### config.mk
export PLATFORM = sky130hd
export DESIGN_NAME = timed_valve_actuator_controller_flat
export DESIGN_NICKNAME = d
export VERILOG_FILES = /design/src/tvac_pkg.sv /design/src/tvac_in_if.sv /design/src/tvac_out_if.sv /design/src/tvac_cfg_regs.sv /design/src/tvac_led.sv /design/src/tvac_core.sv /design/src/timed_valve_actuator_controller.sv /design/src/flat_wrapper.sv
export VERILOG_INCLUDE_DIRS = /design/src /design/src/src
export SDC_FILE = /design/constraint.sdc
export NUM_CORES = 1
export LEC_CHECK = 0
export BUFFER_PORTS_ARGS = -buffer_cell sky130_fd_sc_hd__buf_2
export CAP_MARGIN = 40
export CORE_UTILIZATION = 49
export CTS_CLUSTER_SIZE = 12
export DETAILED_ROUTE_END_ITERATION = 8
export HOLD_SLACK_MARGIN = 0.03
export PLACE_DENSITY = 0.69
export SLEW_MARGIN = 15
export SYNTH_ARGS = -nofsm -noshare
export SYNTH_HDL_FRONTEND = slang
export SYNTH_SLANG_ARGS = --single-unit
export TNS_END_PERCENT = 100
### constraint.sdc
create_clock -name clk -period 7.87 [get_ports clk]
set_input_delay 1.1805 -clock clk [delete_from_list [all_inputs] [get_ports clk]]
set_output_delay 1.1805 -clock clk [all_outputs]
set_load 0.01 [all_outputs]
### src/assert_macros.svh
// assertion macros used by the rtl core
`ifndef ASSERT_MACROS_SVH
`define ASSERT_MACROS_SVH

`ifndef SYNTHESIS

// expression must hold at every clock edge out of reset
`define ASSERT_ALWAYS(lbl, clk, rst_n, expr, msg) \
  lbl: assert property (@(posedge clk) disable iff (!rst_n) (expr)) else $error(msg);

// antecedent on one edge implies consequent on the next edge
`define ASSERT_NEXT(lbl, clk, rst_n, ante, cons, msg) \
  lbl: assert property (@(posedge clk) disable iff (!rst_n) (ante) |=> (cons)) else $error(msg);

// antecedent implies consequent on the same edge
`define ASSERT_IMPLY(lbl, clk, rst_n, ante, cons, msg) \
  lbl: assert property (@(posedge clk) disable iff (!rst_n) (ante) |-> (cons)) else $error(msg);

`else

`define ASSERT_ALWAYS(lbl, clk, rst_n, expr, msg)
`define ASSERT_NEXT(lbl, clk, rst_n, ante, cons, msg)
`define ASSERT_IMPLY(lbl, clk, rst_n, ante, cons, msg)

`endif

`endif

### src/tvac_pkg.sv
// shared types and constants of the valve actuator controller
`timescale 1ns / 1ps
`default_nettype none

package tvac_pkg;

  // width of the wrapping phase timer
  localparam int unsigned TIME_WIDTH = 32;
  typedef logic [TIME_WIDTH-1:0] time_t;

  // configuration port geometry
  localparam int unsigned CFG_DATA_W = 32;
  localparam int unsigned CFG_ADDR_W = 4;

  // register indexes on the configuration port
  typedef enum logic [1:0] {
    REG_PREBOOT_WAIT = 2'd0,
    REG_BOOT_HOLD    = 2'd1,
    REG_RELAY_RUN    = 2'd2,
    REG_UNUSED       = 2'd3
  } reg_idx_t;

  localparam logic [15:0] PREBOOT_WAIT_RST = 16'd500;
  localparam logic [15:0] BOOT_HOLD_RST    = 16'd5000;
  localparam logic [15:0] RELAY_RUN_RST    = 16'd6000;

  typedef struct packed {
    logic [15:0] preboot_wait_ms;
    logic [15:0] boot_hold_ms;
    logic [15:0] relay_run_ms;
  } cfg_t;

  // led pattern selection
  typedef enum logic [1:0] {
    LED_BREATHE_SLOW = 2'd0,
    LED_BREATHE_FAST = 2'd1,
    LED_BLINK_FAST   = 2'd2,
    LED_BLINK_SLOW   = 2'd3
  } led_mode_t;

  localparam logic [9:0] LED_BOOT_LEVEL  = 10'd256;
  localparam logic [9:0] LED_BLINK_LEVEL = 10'd512;

  // floor(x / 125) = (x * RECIP_125) >> RECIP_SHIFT for any 32-bit x
  localparam logic [31:0] RECIP_125   = 32'h1062_4DD3;
  localparam int unsigned RECIP_SHIFT = 35;

endpackage

`default_nettype wire

### src/tvac_in_if.sv
// input channel: one millisecond tick word
`timescale 1ns / 1ps
`default_nettype none

interface tvac_in_if;
  logic        valid;
  logic        ready;
  logic [31:0] now_ms;
  logic        close_pressed;
  logic        open_pressed;
  logic        remote_open;
  logic        remote_close;

  modport source (
    output valid, now_ms, close_pressed, open_pressed, remote_open, remote_close,
    input  ready
  );

  modport sink (
    input  valid, now_ms, close_pressed, open_pressed, remote_open, remote_close,
    output ready
  );
endinterface

`default_nettype wire

### src/tvac_out_if.sv
// result channel: relay, led and indicator word
`timescale 1ns / 1ps
`default_nettype none

interface tvac_out_if;
  logic       valid;
  logic       ready;
  logic       open_relay;
  logic       close_relay;
  logic [9:0] led_level;
  logic       status_indicator;
  logic       open_indicator;
  logic       close_indicator;
  logic       setup_request;
  logic [2:0] valve_state;

  modport source (
    output valid, open_relay, close_relay, led_level, status_indicator,
           open_indicator, close_indicator, setup_request, valve_state,
    input  ready
  );

  modport sink (
    input  valid, open_relay, close_relay, led_level, status_indicator,
           open_indicator, close_indicator, setup_request, valve_state,
    output ready
  );
endinterface

`default_nettype wire

### src/tvac_cfg_regs.sv
// apb configuration registers
`timescale 1ns / 1ps
`default_nettype none

module tvac_cfg_regs
  import tvac_pkg::*;
(
  input  wire logic                  clk,
  input  wire logic                  rst_n,
  input  wire logic                  psel,
  input  wire logic                  penable,
  input  wire logic                  pwrite,
  input  wire logic [CFG_ADDR_W-1:0] paddr,
  input  wire logic [CFG_DATA_W-1:0] pwdata,
  output logic      [CFG_DATA_W-1:0] prdata,
  output logic                       pready,
  output cfg_t                       cfg
);

  cfg_t     cfg_r;
  reg_idx_t idx;
  logic     wr_en;

  assign pready = 1'b1;
  assign idx    = reg_idx_t'(paddr[3:2]);
  assign wr_en  = psel && penable && pwrite && pready;

  // register write in the access phase
  always_ff @(posedge clk) begin
    if (!rst_n) begin
      cfg_r.preboot_wait_ms <= PREBOOT_WAIT_RST;
      cfg_r.boot_hold_ms    <= BOOT_HOLD_RST;
      cfg_r.relay_run_ms    <= RELAY_RUN_RST;
    end else if (wr_en) begin
      unique case (idx)
        REG_PREBOOT_WAIT: cfg_r.preboot_wait_ms <= pwdata[15:0];
        REG_BOOT_HOLD:    cfg_r.boot_hold_ms    <= pwdata[15:0];
        REG_RELAY_RUN:    cfg_r.relay_run_ms    <= pwdata[15:0];
        default: ;
      endcase
    end
  end

  // read mux
  always_comb begin
    unique case (idx)
      REG_PREBOOT_WAIT: prdata = CFG_DATA_W'(cfg_r.preboot_wait_ms);
      REG_BOOT_HOLD:    prdata = CFG_DATA_W'(cfg_r.boot_hold_ms);
      REG_RELAY_RUN:    prdata = CFG_DATA_W'(cfg_r.relay_run_ms);
      default:          prdata = '0;
    endcase
  end

  assign cfg = cfg_r;

endmodule

`default_nettype wire

### src/tvac_led.sv
// status led pattern generator: breathing ramps and blink rates
`timescale 1ns / 1ps
`default_nettype none

module tvac_led
  import tvac_pkg::*;
(
  input  wire logic [31:0] now,
  input  wire led_mode_t   mode,
  output logic      [9:0]  led
);

  logic [31:0] dividend;
  logic [63:0] prod;
  logic        blink;

  // divide by 125, or by 250 as a halved dividend
  assign dividend = (mode == LED_BLINK_SLOW) ? {1'b0, now[31:1]} : now;
  assign prod     = 64'(dividend) * 64'(RECIP_125);
  assign blink    = prod[RECIP_SHIFT];

  // pattern select
  always_comb begin
    case (mode)
      LED_BREATHE_SLOW: led = now[11] ? now[10:1] : ~now[10:1];
      LED_BREATHE_FAST: led = now[10] ? now[9:0] : ~now[9:0];
      LED_BLINK_FAST,
      LED_BLINK_SLOW:   led = blink ? LED_BLINK_LEVEL : '0;
      default:          led = '0;
    endcase
  end

endmodule

`default_nettype wire

### src/tvac_core.sv
// input register, valve state machine and result register
`timescale 1ns / 1ps
`default_nettype none

`include "assert_macros.svh"

module tvac_core
  import tvac_pkg::*;
(
  input  wire logic  clk,
  input  wire logic  rst_n,
  input  wire cfg_t  cfg,
  tvac_in_if.sink    in_ch,
  tvac_out_if.source out_ch
);

  typedef enum logic [2:0] {
    ST_PREBOOT = 3'd0,
    ST_BOOT    = 3'd1,
    ST_SETUP   = 3'd2,
    ST_OPENING = 3'd3,
    ST_OPENED  = 3'd4,
    ST_CLOSING = 3'd5,
    ST_CLOSED  = 3'd6
  } state_t;

  typedef enum logic [1:0] {
    PEND_NONE  = 2'd0,
    PEND_OPEN  = 2'd1,
    PEND_CLOSE = 2'd2
  } cmd_t;

  typedef struct packed {
    logic [31:0] now_ms;
    logic        close_pressed;
    logic        open_pressed;
    logic        remote_open;
    logic        remote_close;
  } in_item_t;

  typedef struct packed {
    logic       open_relay;
    logic       close_relay;
    logic [9:0] led_level;
    logic       status_indicator;
    logic       open_indicator;
    logic       close_indicator;
    logic       setup_request;
    logic [2:0] valve_state;
  } out_item_t;

  // handshake and pipeline registers
  logic      s1_valid_r;
  in_item_t  s1_r;
  logic      out_valid_r;
  out_item_t out_r;
  logic      in_fire;
  logic      step;

  // machine state
  state_t     state_r,   state_nxt;
  time_t      phase_r,   phase_nxt;
  cmd_t       pend_r,    pend_nxt;
  logic [9:0] led_r,     led_nxt;
  logic       status_r,  status_nxt;
  logic       olamp_r,   olamp_nxt;
  logic       clamp_r,   clamp_nxt;
  logic       orelay,    crelay;

  time_t      now_t;
  time_t      elapsed;
  led_mode_t  led_mode;
  logic [9:0] led_pat;

  // one word per cycle when the result slot is free or being taken
  assign step        = s1_valid_r && (!out_valid_r || out_ch.ready);
  assign in_ch.ready = rst_n && (!s1_valid_r || step);
  assign in_fire     = in_ch.valid && in_ch.ready;

  assign now_t   = TIME_WIDTH'(s1_r.now_ms);
  assign elapsed = now_t - phase_r;

  tvac_led u_led (
    .now  (32'(now_t)),
    .mode (led_mode),
    .led  (led_pat)
  );

  // led pattern follows the current state
  always_comb begin
    case (state_r)
      ST_OPENED:  led_mode = LED_BREATHE_SLOW;
      ST_CLOSED:  led_mode = LED_BREATHE_FAST;
      ST_CLOSING: led_mode = LED_BLINK_SLOW;
      default:    led_mode = LED_BLINK_FAST;
    endcase
  end

  // next state for the word in the input register
  always_comb begin
    state_nxt  = state_r;
    phase_nxt  = phase_r;
    pend_nxt   = pend_r;
    led_nxt    = led_r;
    status_nxt = status_r;
    olamp_nxt  = olamp_r;
    clamp_nxt  = clamp_r;
    orelay     = 1'b0;
    crelay     = 1'b0;

    unique case (state_r)
      ST_PREBOOT: begin
        if (elapsed >= TIME_WIDTH'(cfg.preboot_wait_ms)) begin
          phase_nxt = now_t;
          state_nxt = ST_BOOT;
        end
      end
      ST_BOOT: begin
        // close run after boot counts from the start of boot
        if (s1_r.close_pressed) begin
          if (elapsed >= TIME_WIDTH'(cfg.boot_hold_ms)) begin
            state_nxt = ST_SETUP;
          end
        end else begin
          state_nxt  = ST_CLOSING;
          status_nxt = 1'b1;
        end
        led_nxt = LED_BOOT_LEVEL;
      end
      ST_SETUP: ;
      ST_OPENED: begin
        if (s1_r.close_pressed || pend_r == PEND_CLOSE) begin
          pend_nxt  = PEND_NONE;
          phase_nxt = now_t;
          state_nxt = ST_CLOSING;
          clamp_nxt = 1'b1;
        end
        led_nxt = led_pat;
      end
      ST_CLOSED: begin
        if (s1_r.open_pressed || pend_r == PEND_OPEN) begin
          pend_nxt  = PEND_NONE;
          phase_nxt = now_t;
          state_nxt = ST_OPENING;
          olamp_nxt = 1'b1;
        end
        led_nxt = led_pat;
      end
      ST_OPENING: begin
        if (elapsed >= TIME_WIDTH'(cfg.relay_run_ms)) begin
          state_nxt = ST_OPENED;
          olamp_nxt = 1'b0;
        end else begin
          orelay = 1'b1;
        end
        led_nxt = led_pat;
      end
      ST_CLOSING: begin
        if (elapsed >= TIME_WIDTH'(cfg.relay_run_ms)) begin
          state_nxt = ST_CLOSED;
          clamp_nxt = 1'b0;
        end else begin
          crelay = 1'b1;
        end
        led_nxt = led_pat;
      end
      default: ;
    endcase

    // remote requests only latch in the matching rest state
    if (s1_r.remote_open && state_nxt == ST_CLOSED) begin
      pend_nxt = PEND_OPEN;
    end
    if (s1_r.remote_close && state_nxt == ST_OPENED) begin
      pend_nxt = PEND_CLOSE;
    end
  end

  // state, handshake flags, input register and result register
  always_ff @(posedge clk) begin
    if (!rst_n) begin
      s1_valid_r  <= 1'b0;
      out_valid_r <= 1'b0;
      state_r     <= ST_PREBOOT;
      phase_r     <= '0;
      pend_r      <= PEND_NONE;
      led_r       <= '0;
      status_r    <= 1'b0;
      olamp_r     <= 1'b0;
      clamp_r     <= 1'b0;
    end else begin
      if (in_fire) begin
        s1_valid_r <= 1'b1;
      end else if (step) begin
        s1_valid_r <= 1'b0;
      end
      if (step) begin
        out_valid_r <= 1'b1;
      end else if (out_ch.ready) begin
        out_valid_r <= 1'b0;
      end
      if (step) begin
        state_r  <= state_nxt;
        phase_r  <= phase_nxt;
        pend_r   <= pend_nxt;
        led_r    <= led_nxt;
        status_r <= status_nxt;
        olamp_r  <= olamp_nxt;
        clamp_r  <= clamp_nxt;
      end
      if (in_fire) begin
        s1_r.now_ms        <= in_ch.now_ms;
        s1_r.close_pressed <= in_ch.close_pressed;
        s1_r.open_pressed  <= in_ch.open_pressed;
        s1_r.remote_open   <= in_ch.remote_open;
        s1_r.remote_close  <= in_ch.remote_close;
      end
      if (step) begin
        out_r.open_relay       <= orelay;
        out_r.close_relay      <= crelay;
        out_r.led_level        <= led_nxt;
        out_r.status_indicator <= status_nxt;
        out_r.open_indicator   <= olamp_nxt;
        out_r.close_indicator  <= clamp_nxt;
        out_r.setup_request    <= (state_nxt == ST_SETUP);
        out_r.valve_state      <= 3'(state_nxt);
      end
    end
  end

  assign out_ch.valid            = out_valid_r;
  assign out_ch.open_relay       = out_r.open_relay;
  assign out_ch.close_relay      = out_r.close_relay;
  assign out_ch.led_level        = out_r.led_level;
  assign out_ch.status_indicator = out_r.status_indicator;
  assign out_ch.open_indicator   = out_r.open_indicator;
  assign out_ch.close_indicator  = out_r.close_indicator;
  assign out_ch.setup_request    = out_r.setup_request;
  assign out_ch.valve_state      = out_r.valve_state;

  // setup is left only by reset
  `ASSERT_NEXT(a_setup_sticky, clk, rst_n, state_r == ST_SETUP,
               state_r == ST_SETUP, "setup left without reset")
  // relays are never driven together
  `ASSERT_IMPLY(a_relay_excl, clk, rst_n, out_valid_r,
                !(out_r.open_relay && out_r.close_relay), "both relays driven")
  // open relay only while the reported state is opening
  `ASSERT_IMPLY(a_open_relay_state, clk, rst_n, out_valid_r && out_r.open_relay,
                out_r.valve_state == 3'(ST_OPENING), "open relay outside opening")
  // a stalled input register only comes from a held result
  `ASSERT_IMPLY(a_stall_cause, clk, rst_n, !in_ch.ready,
                s1_valid_r && out_valid_r && !out_ch.ready, "input stalled without backpressure")
  // unused command code never stored
  `ASSERT_ALWAYS(a_pend_code, clk, rst_n,
                 pend_r == PEND_NONE || pend_r == PEND_OPEN || pend_r == PEND_CLOSE,
                 "bad pending command")

endmodule

`default_nettype wire

### src/timed_valve_actuator_controller.sv
// A word accepted into the input register moves into the result register when the result slot
// is free or being taken. Throughput is one word per cycle while results are taken,
// set by the single state update between the two registers.
// Input ready drops only while the result register holds an untaken word and the input is full.
// Reset: rst_n is synchronous, active low; it restores registers and the pre-boot state at once,
// with no clearing pass, holds ready low, and words are accepted from the first cycle after it.
`timescale 1ns / 1ps
`default_nettype none

module timed_valve_actuator_controller
  import tvac_pkg::*;
(
  input  wire logic                  clk,
  input  wire logic                  rst_n,
  tvac_in_if.sink                    in_ch,
  tvac_out_if.source                 out_ch,
  input  wire logic                  psel,
  input  wire logic                  penable,
  input  wire logic                  pwrite,
  input  wire logic [CFG_ADDR_W-1:0] paddr,
  input  wire logic [CFG_DATA_W-1:0] pwdata,
  output logic      [CFG_DATA_W-1:0] prdata,
  output logic                       pready
);

  cfg_t cfg;

  // configuration registers
  tvac_cfg_regs u_cfg (
    .clk     (clk),
    .rst_n   (rst_n),
    .psel    (psel),
    .penable (penable),
    .pwrite  (pwrite),
    .paddr   (paddr),
    .pwdata  (pwdata),
    .prdata  (prdata),
    .pready  (pready),
    .cfg     (cfg)
  );

  // valve controller datapath
  tvac_core u_core (
    .clk    (clk),
    .rst_n  (rst_n),
    .cfg    (cfg),
    .in_ch  (in_ch),
    .out_ch (out_ch)
  );

endmodule

`default_nettype wire
### src/flat_wrapper.sv
// flat-port wrapper written by rule: the top's interface ports become plain ports
module timed_valve_actuator_controller_flat import tvac_pkg::*;
  (clk, rst_n, psel, penable, pwrite, paddr, pwdata, prdata, pready, in_ch_valid, in_ch_now_ms, in_ch_close_pressed, in_ch_open_pressed, in_ch_remote_open, in_ch_remote_close, in_ch_ready, out_ch_valid, out_ch_open_relay, out_ch_close_relay, out_ch_led_level, out_ch_status_indicator, out_ch_open_indicator, out_ch_close_indicator, out_ch_setup_request, out_ch_valve_state, out_ch_ready);
  tvac_in_if in_ch_i ();
  tvac_out_if out_ch_i ();
  input  wire logic clk;
  input  wire logic rst_n;
  input  wire logic psel;
  input  wire logic penable;
  input  wire logic pwrite;
  input  wire logic [CFG_ADDR_W-1:0] paddr;
  input  wire logic [CFG_DATA_W-1:0] pwdata;
  output logic      [CFG_DATA_W-1:0] prdata;
  output logic pready;
  input wire logic [$bits(in_ch_i.valid)-1:0] in_ch_valid;
  input wire logic [$bits(in_ch_i.now_ms)-1:0] in_ch_now_ms;
  input wire logic [$bits(in_ch_i.close_pressed)-1:0] in_ch_close_pressed;
  input wire logic [$bits(in_ch_i.open_pressed)-1:0] in_ch_open_pressed;
  input wire logic [$bits(in_ch_i.remote_open)-1:0] in_ch_remote_open;
  input wire logic [$bits(in_ch_i.remote_close)-1:0] in_ch_remote_close;
  output wire logic [$bits(in_ch_i.ready)-1:0] in_ch_ready;
  output wire logic [$bits(out_ch_i.valid)-1:0] out_ch_valid;
  output wire logic [$bits(out_ch_i.open_relay)-1:0] out_ch_open_relay;
  output wire logic [$bits(out_ch_i.close_relay)-1:0] out_ch_close_relay;
  output wire logic [$bits(out_ch_i.led_level)-1:0] out_ch_led_level;
  output wire logic [$bits(out_ch_i.status_indicator)-1:0] out_ch_status_indicator;
  output wire logic [$bits(out_ch_i.open_indicator)-1:0] out_ch_open_indicator;
  output wire logic [$bits(out_ch_i.close_indicator)-1:0] out_ch_close_indicator;
  output wire logic [$bits(out_ch_i.setup_request)-1:0] out_ch_setup_request;
  output wire logic [$bits(out_ch_i.valve_state)-1:0] out_ch_valve_state;
  input wire logic [$bits(out_ch_i.ready)-1:0] out_ch_ready;
  assign in_ch_i.valid = in_ch_valid;
  assign in_ch_i.now_ms = in_ch_now_ms;
  assign in_ch_i.close_pressed = in_ch_close_pressed;
  assign in_ch_i.open_pressed = in_ch_open_pressed;
  assign in_ch_i.remote_open = in_ch_remote_open;
  assign in_ch_i.remote_close = in_ch_remote_close;
  assign in_ch_ready = in_ch_i.ready;
  assign out_ch_valid = out_ch_i.valid;
  assign out_ch_open_relay = out_ch_i.open_relay;
  assign out_ch_close_relay = out_ch_i.close_relay;
  assign out_ch_led_level = out_ch_i.led_level;
  assign out_ch_status_indicator = out_ch_i.status_indicator;
  assign out_ch_open_indicator = out_ch_i.open_indicator;
  assign out_ch_close_indicator = out_ch_i.close_indicator;
  assign out_ch_setup_request = out_ch_i.setup_request;
  assign out_ch_valve_state = out_ch_i.valve_state;
  assign out_ch_i.ready = out_ch_ready;
  timed_valve_actuator_controller u_core (.clk(clk), .rst_n(rst_n), .in_ch(in_ch_i), .out_ch(out_ch_i), .psel(psel), .penable(penable), .pwrite(pwrite), .paddr(paddr), .pwdata(pwdata), .prdata(prdata), .pready(pready));
endmodule
## Yosys cells after proc, flatten, opt, wreduce, memory -nomap -nowiden

Index checks and enable logic that the tools add are counted.

- Bits in registers: 155
- Bits in latches: 0
- Bits in writable memories: 0
- Memory bits (read-only): 0
- Bits of input ports: 79
- Output and inout port bits: 54
- Word-level logic and storage cells: 119
- Memories kept: 0

- Add/sub/neg operators: 1
- $mul: 1
- Div/mod/pow operators: 0
- Order comparisons: 3
- Eq/ne operators: 20
- Shift-type cells: 0
- Mux-type cells: 38
- Bitwise operators: 2
- Reductions and logical operators: 29

Operators by type and width:

| operator | number |
|---|---|
| $mux W32 | 4 |
| $ge A32 B16 Y1 | 3 |
| $pmux W32 S3 | 1 |
| $pmux W16 S3 | 1 |
| $mul A32 B29 Y36 const B | 1 |
| $sub A32 B32 Y32 | 1 |
| $mux W10 | 3 |
| $pmux W10 S3 | 1 |
| $mux W3 | 7 |
| $not A10 Y10 | 2 |
| $pmux W10 S2 | 1 |
| $pmux W3 S6 | 1 |
| $eq A3 B3 Y1 const B | 5 |
| $mux W1 | 11 |
| $reduce_and A2 Y1 | 5 |
| $eq A2 B2 Y1 const B | 4 |
| $mux W2 | 4 |
| $ne A4 B4 Y1 const B | 2 |
| $logic_and A1 B1 Y1 | 7 |
| $eq A2 B1 Y1 const B | 3 |
| $eq A3 B2 Y1 const B | 2 |
| $ne A2 B2 Y1 const B | 3 |
| $pmux W2 S3 | 1 |
| $reduce_and A5 Y1 | 1 |
| other kinds (13) | 20 |

## Longest topological paths before layout

Gate-level depths: netlist (run 1).

- Depth in word-level cells: 9
- Mapped depth: 32
- Mapped depth without buffers: 30

## Hierarchy

Synthesis (run 1) repeated with hierarchy kept, for this count alone.

- Cells, all modules: 2076
- Area, all modules: 19870.3 µm²

Modules (own cells, without submodules):

| module | times used | cells an instance | area each (µm²) | sequential area each (µm²) |
|---|---|---|---|---|
| tvac_led | 1 | 955 | 9750.6 | 0.0 |
| tvac_core | 1 | 857 | 7716.2 | 2692.6 |
| tvac_cfg_regs | 1 | 264 | 2403.6 | 960.9 |

## Least setup slack after synthesis (run 1)

No wires, ideal clock.

- Kind: reg-to-reg
- Start point: register u_core.u_core.state_r[0]
- End point: register, netlist name u_core.u_core.out_ch.led_level[9]
- Setup time: 0.256 ns
- Arrival time: 8.157 ns
- Required time: 7.614 ns
- Setup slack: -0.544 ns
- Cell stages (with the launch flop): 32
- Path buffers: 3
- Clock period less this slack: 8.414 ns
- Cell sequence: dfxtp_1 -> clkbuf_1 -> nor2b_1 -> nand2_1 -> clkbuf_1 -> buf_1 -> mux2i_1 -> inv_1 -> ha_1 -> fa_1 -> fa_1 -> inv_1 -> fa_1 -> inv_1 -> fa_1 -> fa_1 -> fa_1 -> inv_1 -> fa_1 -> inv_1 -> ha_1 -> a21o_1 -> a21o_1 -> a21o_1 -> a21o_1 -> a21o_1 -> a21oi_1 -> o21ai_0 -> a21oi_1 -> xnor2_1 -> o21ai_0 -> a22o_1

- Longest elaborated chain between the ends: 8
- Elaborated cells on any way between the ends: 17
- Those cells by class: mul (1); eq/ne (8); mux (5); reduce/logical (3)

Ends and longest elaborated chain:

| item | RTL line | RTL |
|---|---|---|
| from (decl) | tvac_core.sv:61 | `state_t state_r, state_nxt;` |
| from (signal assigned) | tvac_core.sv:203 | `state_r <= state_nxt;` |
| $eq A3 B3 Y1 | tvac_core.sv:91, tvac_core.sv:111 |  |
| $pmux W2 S3 | tvac_core.sv:91 | `case (state_r)` |
| $eq A2 B2 Y1 | tvac_led.sv:18, tvac_led.sv:24 |  |
| $mux W32 | tvac_led.sv:18 | `assign dividend = (mode == LED_BLINK_SLOW) ? {1'b0, now[31:1]} : now;` |
| $mul A32 B29 Y36 | tvac_led.sv:19 | `assign prod = 64'(dividend) * 64'(RECIP_125);` |
| $mux W10 | tvac_led.sv:28 | `LED_BLINK_SLOW: led = blink ? LED_BLINK_LEVEL : '0;` |
| $pmux W10 S3 | tvac_led.sv:24 | `case (mode)` |
| $pmux W10 S2 (*) | tvac_core.sv:111 | `unique case (state_r)` |
| net u_core.u_core.led_nxt[9] | tvac_core.sv:64 | `logic [9:0] led_r, led_nxt;` |

Mark *: on every way through the listed nets, which the timed path passes. The rest lies on a longest branch.
A chain may end at the register's enable or synchronous reset.

## Worst setup path after layout (run 1)

- Start point: register u_core.u_core.state_r[0]
- End point: register, netlist name u_core.u_core.out_ch.led_level[9]

- Longest elaborated chain between the ends: 8
- Elaborated cells on any way between the ends: 17
- Those cells by class: mul (1); eq/ne (8); mux (5); reduce/logical (3)

Ends and longest elaborated chain:

| item | RTL line |
|---|---|
| $eq A3 B3 Y1 | tvac_core.sv:91, tvac_core.sv:111 |
| $pmux W2 S3 | tvac_core.sv:91 |
| $eq A2 B2 Y1 | tvac_led.sv:18, tvac_led.sv:24 |
| $mux W32 | tvac_led.sv:18 |
| $mul A32 B29 Y36 | tvac_led.sv:19 |
| $mux W10 | tvac_led.sv:28 |
| $pmux W10 S3 | tvac_led.sv:24 |
| $pmux W10 S2 (*) | tvac_core.sv:111 |
| net u_core.u_core.led_nxt[9] | tvac_core.sv:64 |

Marked as above.

==> metrics.md, run 1 <==
| Metric | Value |
|---|---|
| Run status | `complete, no violations` |
| HP Class | `reg2reg` |
| Post-route setup slack | `0.209 ns` |
| Share of async-settable or async-resettable flops after synthesis | `0%` |
| Post-route ant nets | `0` |
| Vias per cell | `5.29` |
| Final critical-path share of the clock period | `97.3%` |
| Worst path required time | `8.07 ns` |
| Hold path endpoint | `u_core.u_core.led_r[4]` |
| Die width | `199 um` |
| Max-cap violations | `0` |
| Final Wtd Congestion | `0.960` |
| Total Routed Length | `44100 um` |
| Internal Power | `3.64 mW` |
| First DRT Iteration DRCs | `818` |
| H-tree depth | `4` |
| Post-Synth Adder-Cell Area | `42.7%` |
| Worst reg2reg path endpoint | `u_core.u_core.out_ch.led_level[9]` |
| Sink Count | `155` |
| Syn Inst Count | `1974` |
| Filler Cell Count | `3389` |
| Reg-to-reg startpoint | `u_core.u_core.state_r[0]` |
| Max IR drop VDD | `0.528 mV` |
| Crit path DAT | `7.86 ns` |
| Most used DFF post-synth | `dfxtp_1` |
| Clock latency at the later pin of the worst-skew pair | `0.45 ns` |
| Die ar. | `39600 um^2` |
| Register clock-pin slew on the reported worst setup and hold paths | `0.07 ns` |
| CP top delay family | `adder cells` |
| Post-synthesis xor/xnor area fraction | `3.27%` |
| Clock power share | `11.6%` |
| First-pass GRT wire length | `72700 um` |
| CTS buffer count | `17` |
| Global route overflow | `0` |
| Switch share | `47.8%` |
| Vias in the first global route | `14.0k` |
| Vias | `13.8k` |
| Core area | `37900 um^2` |
| Max Fclk | `0.131 GHz` |
| Register area | `3660 um^2` |
| Final Hold Slack | `0.467 ns` |
| Max stage delay cell, worst path | `fa_1` |
| Ranking of synthesized cells by area | `fa_1 23%, ha_1 20%, dfxtp_1 11%` |
| Area of the multi-input gates | `13600 um^2` |
| Largest family of logic cells by synthesized area | `adder cells` |
| Pwr Total | `6.97 mW` |
| Clock tree buffer depth | `2` |
| Synth Cell Area | `19000 um^2` |
| DRC | `0` |
| CTS tree | `done` |
| Tmin final | `7.66 ns` |
| Avg Inst Size Synth | `9.63 um^2` |
| Height of the die | `199 um` |
| Initial antenna violation count | `0` |
| Layout Area Growth over Synthesis | `10.8%` |
| Port bufs | `97` |
| Std-Cell Rows | `71` |
| #FFs+latches synth | `155` |
| Setup TNS | `0 ns` |
| Net switching power figure | `3.33 mW` |
| Final HPWL DP | `36800 um` |
| Average routed wire per standard cell | `16.9 um` |
| Max Slew Vio Count | `0` |
| Largest net degree at the start of global routing | `103` |
| Post-layout nets | `2693` |
| Rel. slew slack | `40.6%` |
| Logic pwr share | `75.8%` |
| CP peak stage delay | `0.55 ns` |
| Synth cell types | `82` |
| Multiplexer share of the synthesized area | `4.79%` |
| Reg power frac | `12.6%` |
| Pwr/cell area | `331 nW/um^2` |
| Hold Path Origin | `u_core.u_core.led_r[4]` |
| Ant diodes | `0` |
| Worst-Margin Slew | `0.887 ns` |
| GRT Total Usage | `23.7%` |
| Flop-to-flop setup slack | `0.21 ns` |
| Yosys warning count | `0` |
| Startpoint Class | `flip-flop` |
| Critical path capture point type | `flip-flop` |
| EDFF count, synth | `55` |
| Final setup violation count | `0` |
| Synth Area in Compound Gates | `11.3%` |
| Largest area contributor in the netlist | `fa_1` |
| Clock Root Buffer | `clkbuf_16` |
| Worst r2r path cells | `30` |
| CP bufs+invs | `6` |
| Worst setup path category | `reg2reg` |
| Worst Skew | `0.0130 ns` |
| Starting density of the core | `50.1%` |
| CP max FO | `6` |
| Pre-CTS setup slack | `-0.0435 ns` |
| Synth top area share | `22.6%` |
| Synth Area in Simple Gates | `8.43%` |
| Register area share after synthesis | `19.2%` |
| Top Ports | `133` |
| 1st-pass router iterations | `7` |
| Fin. Hold Viols | `0` |
| Cells on Worst Hold Path | `2` |
| Leakage | `10.2 nW` |
| Share of cells above drive strength 1 | `12.7%` |
==> layout make-up <==
type,count,share of cell area (%)
repair buffers,164,4.81
clock buffers,18,2.04
flip-flops and latches,155,17.4
clock inverters,14,0.707
multi-input cells,1336,64.6
well taps,511,3.04
inverters,420,7.48
==> repair_timing <==
item	in CTS	in global routing
gates resized for setup	1	28
endpoints found under the hold margin	0	0
setup endpoints to repair	1	2
hold buffers	0	0
setup buffers	0	3
pin swaps	0	5
==> per-stage QoR <==
step | cell area (um^2) | cells | utilization (%)
floorplan | 19100 | 1989 | -
global placement | 20300 | 2580 | 53.6
detailed placement | 20300 | 2581 | 53.6
CTS | 20900 | 2613 | 55.2
global route | 21100 | 2618 | 55.5
finish | 21100 | 2618 | 55.5
==> synth_stat cells, drive strengths merged, types with 26 or more instances <==
cell    count
buf        32
clkbuf     46
o21ai      64
a21boi     44
a21o       40
edfxtp     55
fa        215
nand2     162
nor2b      46
ha        305
o211ai     26
inv       420
xnor2      47
mux2i      64
a21oi      60
dfxtp     100
nor2       41
==> power by group through the flow <==
| stage | registers [mW] | clock network [mW] | logic, mW |
|---|---|---|---|
| floorplan | 0.888 | 0 | 3.64 |
| global placement | 0.894 | 0 | 4.78 |
| detailed placement | 0.895 | 0 | 4.98 |
| CTS | 0.877 | 0.826 | 5.10 |
| global route | 0.880 | 0.856 | 6.14 |
| finish | 0.878 | 0.810 | 5.28 |
==> routing by layer <==
| metal | track usage [%] | vias to the layer above | routed length [um] |
|---|---|---|---|
| met5 | 0 | - | 0 |
| met4 | 4.76 | 0 | 646 |
| met3 | 3.12 | 47 | 1910 |
| met2 | 38.7 | 328 | 20500 |
| met1 | 33.6 | 6807 | 21100 |
| li1 | - | 6662 | - |
==> sequential cells by signal, summed over array words and instances (netlist names), 2 cells and up <==
name,count
u_core.u_core.led_r,10
u_core.u_core.phase_r,32
u_core.u_cfg.cfg,48
u_core.u_core.state_r,3
u_core.u_core.out_ch.valve_state,3
u_core.u_core.now_t,32
u_core.u_core.s1_r,4
u_core.u_core.out_ch.led_level,10
u_core.u_core.pend_r,2
==> worst max path at each step <==
stage / startpoint / endpoint / slack [ns] / cells past startpoint
floorplan: u_core.u_core.state_r[0] / u_core.u_core.out_ch.led_level[9] / 0.04 / 31
CTS: u_core.u_core.state_r[0] / u_core.u_core.out_ch.led_level[9] / 0.03 / 27
detailed placement: u_core.u_core.state_r[0] / u_core.u_core.out_ch.led_level[9] / -0.04 / 27
finish: u_core.u_core.state_r[0] / u_core.u_core.out_ch.led_level[9] / 0.21 / 30
global route: u_core.u_core.state_r[0] / u_core.u_core.out_ch.led_level[9] / -0.01 / 30
global placement: u_core.u_core.state_r[0] / u_core.u_core.out_ch.led_level[9] / 0.07 / 27
==> layout by cell type, fill, tap and decap left out, drive strengths merged, types with 4 or more instances in the layout <==
cell type  count
a211oi         9
a21boi        44
a21o          40
a21oi         60
a22o           9
a31oi          9
and2          10
and3           4
buf          163
clkbuf        19
conb          17
dfxtp        100
edfxtp        55
fa           215
ha           305
inv          431
mux2          24
mux2i         64
nand2        162
nand2b        10
nand3          4
nand4         23
nor2          41
nor2b         46
nor3          11
nor3b          4
o211ai        26
o21a          10
o21ai         64
o31ai          4
xnor2         47
xor2          24
==> kinds of logic (layout without fill, tap and decap cells) <==
kind of cell	Yosys count	in the layout
other cells	2	17
compound gates	309	309
flops	155	155
xor+xnor	71	71
simple gates	331	331
buf+inv	498	616
fa+ha+maj	520	520
mux	88	88
==> worst reg2reg max path, delay by kind of cell, from the launching register on <==
family | cells | cell delay [ns]
flops | 1 | 0.33
compound gates | 11 | 1.84
xor+xnor | 1 | 0.20
fa+ha+maj | 9 | 3.93
buf+inv | 6 | 0.54
mux | 1 | 0.29
simple gates | 2 | 0.28
No activity file was read; power rests on OpenSTA's default activity.
==> run 2: changes to the inputs <==
--- a/config.mk
+++ b/config.mk
@@ -12,7 +12,7 @@
 export CTS_CLUSTER_SIZE = 12
 export DETAILED_ROUTE_END_ITERATION = 8
 export HOLD_SLACK_MARGIN = 0.03
-export PLACE_DENSITY = 0.69
+export PLACE_DENSITY = 0.67
 export SLEW_MARGIN = 15
 export SYNTH_ARGS = -nofsm -noshare
 export SYNTH_HDL_FRONTEND = slang
==> constraint.sdc (replaced) <==
create_clock -name clk -period 7.8 [get_ports clk]
set_input_delay 1.17 -clock clk [delete_from_list [all_inputs] [get_ports clk]]
set_output_delay 1.17 -clock clk [all_outputs]
set_load 0.01 [all_outputs]
==> metrics.md, run 2 (same netlist as run 1, synthesis figures left out) <==
| Metric | Value |
|---|---|
| Run status | `complete, no violations` |
| Final setup violation count | `0` |
| Commonest cells after routing, fill and taps aside | `417 x inv_1, 300 x ha_1, 207 x fa_1, 160 x nand2_1, 100 x dfxtp_1` |
| Most frequent CP cell | `fa_1` |
| Starting density of the core | `50.1%` |
| Initial antenna violation count | `0` |
| Reg-to-reg startpoint | `u_core.u_core.state_r[0]` |
| Most common cell after layout, fill and taps aside | `inv_1` |
| Register clock-pin slew on the reported worst setup and hold paths | `0.07 ns` |
| GRT Total Usage | `24.3%` |
| Share of cells above drive strength 1 | `13.7%` |
| Max Slew Vio Count | `0` |
| Final Wtd Congestion | `0.907` |
| Cells on Worst Hold Path | `2` |
| Worst r2r path cells | `27` |
| Max-cap violations | `0` |
| CP peak stage delay | `0.55 ns` |
| Finished Layout Cells | `2633` |
| CP top delay family | `adder cells` |
| Pwr Total | `7.09 mW` |
| Fin. Hold Viols | `0` |
| Clock Root Buffer | `clkbuf_16` |
| Final Hold Slack | `0.469 ns` |
| Largest net degree at the start of global routing | `101` |
| Pre-CTS setup slack | `-0.275 ns` |
| CP max FO | `9` |
| First DRT Iteration DRCs | `774` |
| Ant diodes | `0` |
| DRC | `0` |
| Final critical-path share of the clock period | `97.0%` |
| WL met1 | `21300 um` |
| Clock tree buffer depth | `2` |
| Post-DP Area | `20400 um^2` |
| CTS tree | `done` |
| Tmin final | `7.56 ns` |
| Vias | `13.8k` |
| Crit path DAT | `7.77 ns` |
| Worst Skew | `0.0113 ns` |
| Met3 WL | `2100 um` |
| Post-route ant nets | `0` |
| Hold Path Origin | `u_core.u_core.led_r[5]` |
| Layout Area Growth over Synthesis | `12.1%` |
| Final HPWL DP | `37000 um` |
| CP bufs+invs | `5` |
| Rel. slew slack | `40.8%` |
| Pwr/cell area | `333 nW/um^2` |
| 1st-pass router iterations | `5` |
| Total Routed Length | `45200 um` |
| Clock latency at the later pin of the worst-skew pair | `0.45 ns` |
| Startpoint Class | `flip-flop` |
| Die ar. | `39600 um^2` |
| Worst-Margin Slew | `0.885 ns` |
| Top Ports | `133` |
| Sink Count | `155` |
| Height of the die | `199 um` |
| Critical path depth | `27` |
| CTS buffer count | `17` |
| Worst path required time | `8.01 ns` |
| Met2 wire length | `21100 um` |
| Std-Cell Rows | `71` |
| Average routed wire per standard cell | `17.2 um` |
| Port bufs | `97` |
| Die width | `199 um` |
| First-pass GRT wire length | `73600 um` |
| CTS Hold Bufs | `0` |
| Max reg flops | `48` |
| Worst setup path category | `reg2reg` |
| Global route overflow | `0` |
| HP Class | `reg2reg` |
| Max IR drop VDD | `0.515 mV` |
| Vias per cell | `5.24` |
| Flop-to-flop setup slack | `0.24 ns` |
| Max stage delay cell, worst path | `fa_1` |
| DP Cell Count | `2592` |
| Final Cell Area | `21300 um^2` |
| Hold path endpoint | `u_core.u_core.led_r[5]` |
| Uppermost layer routed | `met4` |
| Leakage | `10.3 nW` |
| Vias in the first global route | `14.2k` |
| Post-route setup slack | `0.236 ns` |
| Worst reg2reg path endpoint | `u_core.u_core.out_ch.led_level[9]` |
| Critical path capture point type | `flip-flop` |
| Post-layout nets | `2708` |
| H-tree depth | `4` |
| Max Fclk | `0.132 GHz` |
| Core area | `37900 um^2` |
-- run 2: changes by cell type in the layout (fill, tap and decap cells not counted), sizes merged --
cell and change:
buf +15, inv -3, bufinv +2, clkbuf -1, clkinv +1, nand2 +1
-- run 2: repair_timing --
| action | in CTS | in global routing |
|---|---|---|
| endpoints found under the setup margin | 2 | 2 |
| pin swaps | 1 | 9 |
| hold endpoints to repair | 0 | 0 |
| resized for setup | 5 | 37 |
| buffers inserted | 0 | 5 |
| cloned | 0 | 1 |
-- run 2: worst max-delay path by stage --
stage                                         from                                end  slack, ns
after floorplan           u_core.u_core.state_r[0]  u_core.u_core.out_ch.led_level[9]       0.02
after global placement    u_core.u_core.state_r[0]  u_core.u_core.out_ch.led_level[9]      -0.16
after detailed placement  u_core.u_core.state_r[0]  u_core.u_core.out_ch.led_level[9]      -0.28
after CTS                 u_core.u_core.state_r[0]  u_core.u_core.out_ch.led_level[9]       0.02
after global routing      u_core.u_core.state_r[0]  u_core.u_core.out_ch.led_level[9]      -0.03
final                     u_core.u_core.state_r[0]  u_core.u_core.out_ch.led_level[9]       0.24
-- run 2: layout make-up --
cell class / instances / area (um^2)
well taps: 511 / 639
fillers: 3328 / 16600
inverters: 420 / 1580
multi-input cells: 1337 / 13700
flip-flops and latches: 155 / 3650
clock inverters: 14 / 175
repair buffers: 178 / 1150
clock buffers: 18 / 429
-- run 2: power by group --
| group | internal, mW | switching (mW) |
|---|---|---|
| Sequential | 0.864 | 0.0217 |
| Clock | 0.485 | 0.376 |
| Combinational | 2.37 | 2.98 |
-- run 2: per-layer routing --
layer / GRT usage [%] / up-vias
met5: 0 / -
met4: 5.24 / 0
met3: 4.10 / 42
met2: 39.7 / 300
met1: 33.6 / 6746
li1: - / 6703
-- run 2: metrics by stage --
stage,util (%),setup TNS (ns)
after floorplan,-,0
after global placement,53.8,-0.214
after detailed placement,53.9,-0.449
after CTS,55.5,0
after global routing,56.2,-0.0315
final,56.2,0
-- run 2: tightest hold or removal path, stage by stage (launching register included) --
cell      delay [ns]
dfxtp_1         0.31
nand2_1         0.05
a21boi_0        0.06
